## config.mk

```make
export PLATFORM = sky130hd
export DESIGN_NAME = ttg_ctrl
export DESIGN_NICKNAME = d
export VERILOG_FILES = /design/src/ttg_pkg.sv /design/src/ttg_ctrl.sv
export SDC_FILE = /design/constraint.sdc
export NUM_CORES = 1
export LEC_CHECK = 0
export BUFFER_PORTS_ARGS = -buffer_cell sky130_fd_sc_hd__buf_2
export CORE_AREA = 8 8 45 47
export DETAILED_ROUTE_END_ITERATION = 10
export DIE_AREA = 0 0 53 55
export SYNTH_ARGS = -nofsm -noshare
export SYNTH_HDL_FRONTEND = slang
export SYNTH_SLANG_ARGS = --single-unit
export TNS_END_PERCENT = 100
```

## constraint.sdc

```tcl
create_clock -name clk -period 1.35 [get_ports clk]
set_clock_uncertainty 0.2 [all_clocks]
set_input_delay 0.135 -clock clk [delete_from_list [all_inputs] [get_ports clk]]
set_output_delay 0.135 -clock clk [all_outputs]
set_load 0.005 [all_outputs]
```

## src/ttg_pkg.sv

```systemverilog
// types, constants and command struct shared by the text terminal grid modules
package ttg_pkg;

    localparam int ROWS   = 24;
    localparam int COLS   = 72;
    localparam int ROW_W  = 5;
    localparam int COL_W  = 7;
    localparam int CHAR_W = 8;
    localparam int DEPTH  = ROWS * COLS;
    localparam int ADDR_W = $clog2(DEPTH);

    localparam logic [ROW_W-1:0] ROW_LAST = ROW_W'(ROWS - 1);
    localparam logic [COL_W-1:0] COL_LAST = COL_W'(COLS - 1);

    localparam logic KIND_PUT  = 1'b0;
    localparam logic KIND_READ = 1'b1;

    localparam logic [CHAR_W-1:0] CH_CR = 8'd13;
    localparam logic [CHAR_W-1:0] CH_LF = 8'd10;
    localparam logic [CHAR_W-1:0] CH_BS = 8'd8;

    typedef struct packed {
        logic              kind;
        logic [CHAR_W-1:0] char_code;
        logic [ROW_W-1:0]  read_row;
        logic [COL_W-1:0]  read_col;
    } in_item_t;

    typedef struct packed {
        logic [CHAR_W-1:0] cell_char;
        logic [ROW_W-1:0]  cursor_row;
        logic [COL_W-1:0]  cursor_col;
        logic              scrolled;
    } out_item_t;

    typedef struct packed {
        logic load;
        logic exec;
        logic finish;
        logic cfg_write;
    } ttg_cmd_t;

endpackage

```

## src/ttg_ctrl.sv

```systemverilog
// sequencing state machine and handshake control for the text terminal grid
module ttg_ctrl (
    input  logic            clk,
    input  logic            rst_n,
    input  logic            item_valid,
    output logic            item_stall,
    output logic            result_valid,
    input  logic            result_stall,
    input  logic            cfg_valid,
    output logic            cfg_ready,
    output ttg_pkg::ttg_cmd_t cmd
);
    import ttg_pkg::*;

    typedef enum logic [2:0] {
        ST_IDLE = 3'b001,
        ST_EXEC = 3'b010,
        ST_FIN  = 3'b100
    } state_t;

    state_t state_reg;
    state_t state_next;
    logic   out_valid_reg;
    logic   out_valid_next;
    logic   out_free;

    assign out_free     = !out_valid_reg || !result_stall;
    assign item_stall   = (state_reg != ST_IDLE);
    assign result_valid = out_valid_reg;
    assign cfg_ready    = 1'b1;

    always_comb
    begin
        state_next    = state_reg;
        cmd           = '0;
        cmd.cfg_write = cfg_valid;
        unique case (state_reg)
            ST_IDLE:
            begin
                if (item_valid)
                begin
                    cmd.load   = 1'b1;
                    state_next = ST_EXEC;
                end
            end
            ST_EXEC:
            begin
                cmd.exec   = 1'b1;
                state_next = ST_FIN;
            end
            ST_FIN:
            begin
                if (out_free)
                begin
                    cmd.finish = 1'b1;
                    state_next = ST_IDLE;
                end
            end
            default:
            begin
                state_next = ST_IDLE;
            end
        endcase
    end

    always_comb
    begin
        out_valid_next = out_valid_reg;
        if (cmd.finish)
        begin
            out_valid_next = 1'b1;
        end
        else if (out_valid_reg && !result_stall)
        begin
            out_valid_next = 1'b0;
        end
    end

    always_ff @(posedge clk or negedge rst_n)
    begin
        if (!rst_n)
        begin
            state_reg     <= ST_IDLE;
            out_valid_reg <= 1'b0;
        end
        else
        begin
            state_reg     <= state_next;
            out_valid_reg <= out_valid_next;
        end
    end

endmodule

```

==> flow_summary.yaml <==
final_layout:
  nFillCells: 158
  layout_commonest_cell: "buf_2"
  multi_input_area_um2: 114
  area_growth_pct: 58.0
  diodes: 0
  final_nets: 44
  fin_util_pct: 26.9
  final_cell_mix: "8 x buf_2, 5 x buf_4, 3 x clkbuf_4, 3 x dlygate4sd3_1"
  layout-drive-gt1-share_pct: 57.9
  ff_latch_area_um2: 104
  largest_reg_flops: 3
yosys:
  synthesis.nets: 26
  synth.avg_cell_area_um2: 11.2
  synth_top_area_cell: "dfrtp_1"
  yosys.area.top_type_share_pct: 31.9
  synth_seq_area_share_pct: 43.1
  ys_types: 16
  synth_warnings: 0
  mappedNetlistArea_um2: 235
  ys_ff_latch: 4
  synth_cells: 21
  synth_area_leaders: "dfrtp_1 32%, dfstp_2 11%, buf_4 9.6%"
critical_path:
  worstPathRequired_ns: 1.01
  cp-end-kind: "primary output"
  start_kind: "flip-flop"
  cp.arrival_ns: 1.24
  critPathKind: "reg2out"
  critPathMaxFanout: 4
die:
  die_h_um: 55
  dieArea_um2: 2920
  die_w_um: 53
  pin_count: 12
  fp-row-count: 14
  start_util_pct: 17.0
  coreArea_um2: 1380
route:
  drt_wl_total_um: 606
  post_drt_wl_per_cell_um: 11.2
  drt_iter0_drc: 0
  viasPerCell: 4.17
  drc_errors: 0
  vias: 225
  ant_nets: 0
  dr.pass1.iters: 1
sta:
  fin_ws_ns: -0.229
  finalHoldViolCount: 0
  fmax_ghz: 0.633
  finalMaxSlewViolations: 0
  setup_viol_count_final: 4
  rsz0062_at_grt: "yes"
  min_period_over_period_pct: 117
  period_needed_ns: 1.58
global_route:
  grt_pass1_vias: 254
  overflow: 0
  grt_pass1_wl_mm: 1.01
  grt-busiest-layer: "met2"
  grt_use_met3_pct: 3.48
  grt_use_met2_pct: 6.84
  grt_usage_pct: 5.04
  grt_max_degree: 7
  grt_util_met1_pct: 4.91
  antenna_found_initial: 0
cts:
  clk_latency_ns: 0.24
  clk_path_buf_depth: 2
  clk_pin_slew_ns: 0.04
  cts_root_buffer: "clkbuf_4"
  htree_levels: 1
  cts_tree: "done"
  clkSinkCount: 4
  cts_buffers: 3
power_and_ir_drop:
  powerDensity_nw_per_um2: 1780
  total_leakage_power_nw: 0.176
  ir_worst_vdd_v: 0.000788
  finalPower_w: 0.000660
worst_hold_path:
  hp-class: "in2reg"
placement:
  dp_slack_ns: 0.0105
  io_buffers: 8
  place.gp.congestion: 0.714
  hpwlAfterDp_um: 469
outcome:
  violations: "setup timing"
  status: "complete, but fails checks"
run:
  max_cap_violations: 0
## cells by family (layout without fill, tap and decap cells)
family          count (synthesis)  after routing  share of synthesized area (%)
buf+inv                         3             20                           9.57
flops                           4              4                           43.1
other cells                     1              1                           1.59
compound gates                  3              3                           9.04
simple gates                   10             10                           36.7
## cell type report
type	instances	share of cell area, %
Clock buffer	4	7.07
Multi-Input combinational cell	14	30.6
Sequential cell	4	27.9
Tap cell	16	5.39
Timing Repair Buffer	16	29.0
## worst max-delay path: stages (launching register included)
cell,delay (ns)
dfstp_2,0.54
or3b_1,0.34
buf_2,0.14
## timing repair
action,4_1_cts,5_1_grt
setup buffers,1,0
hold endpoints to repair,6,0
gates resized for setup,1,2
setup endpoints to repair,4,4
hold buffers,3,0
cloned,0,0
pin swaps,1,1
## Yosys cell counts, drive strengths merged
cell and number:
a211oi 1, a21oi 1, a22o 1, and3 1
buf 3, conb 1, dfrtp 3, dfstp 1
nand2 1, nand2b 1, nand4b 1, nor2 1
nor3b 1, nor4bb 3, or3b 1
## power by group
group	total (W)	switching, W	leakage (nW)	internal (W)
clock network	0.000164	0.0000529	0.0150	0.000111
registers	0.000219	0.0000483	0.0481	0.000170
logic	0.000277	0.000103	0.113	0.000174
## through the flow
step           hold slack [ns]  TNS, ns  cell area [um2]  std cells
2_1_floorplan           -0.361        0              235         21
3_3_place_gp            -0.253        0              303         46
3_5_place_dp            -0.255        0              303         46
4_1_cts                0.00171   -0.672              369         54
5_1_grt                 0.0195   -0.847              372         54
6_report               0.00697   -0.633              372         54
## worst paths after layout
kind	from	endpoint	slack [ns]	depth (start not counted)
worst max-delay path	state_reg[0]	item_stall	-0.23	2
worst min-delay path	result_stall	state_reg[2]	0.007	3
worst max register to register	state_reg[0]	state_reg[1]	0.08	3
worst min register to register	state_reg[2]	state_reg[0]	0.32	1
max in group asynchronous	rst_n	state_reg[0]	0.71	2
min in group asynchronous	rst_n	result_valid	0.03	2
## layer usage
| metal | vias up | wire length (um) |
|---|---|---|
| met5 | - | 0 |
| li1 | 107 | - |
| met2 | 9 | 281 |
| met4 | 0 | 10 |
| met3 | 3 | 51 |
| met1 | 106 | 262 |
Power figures use the tool's default switching activity.
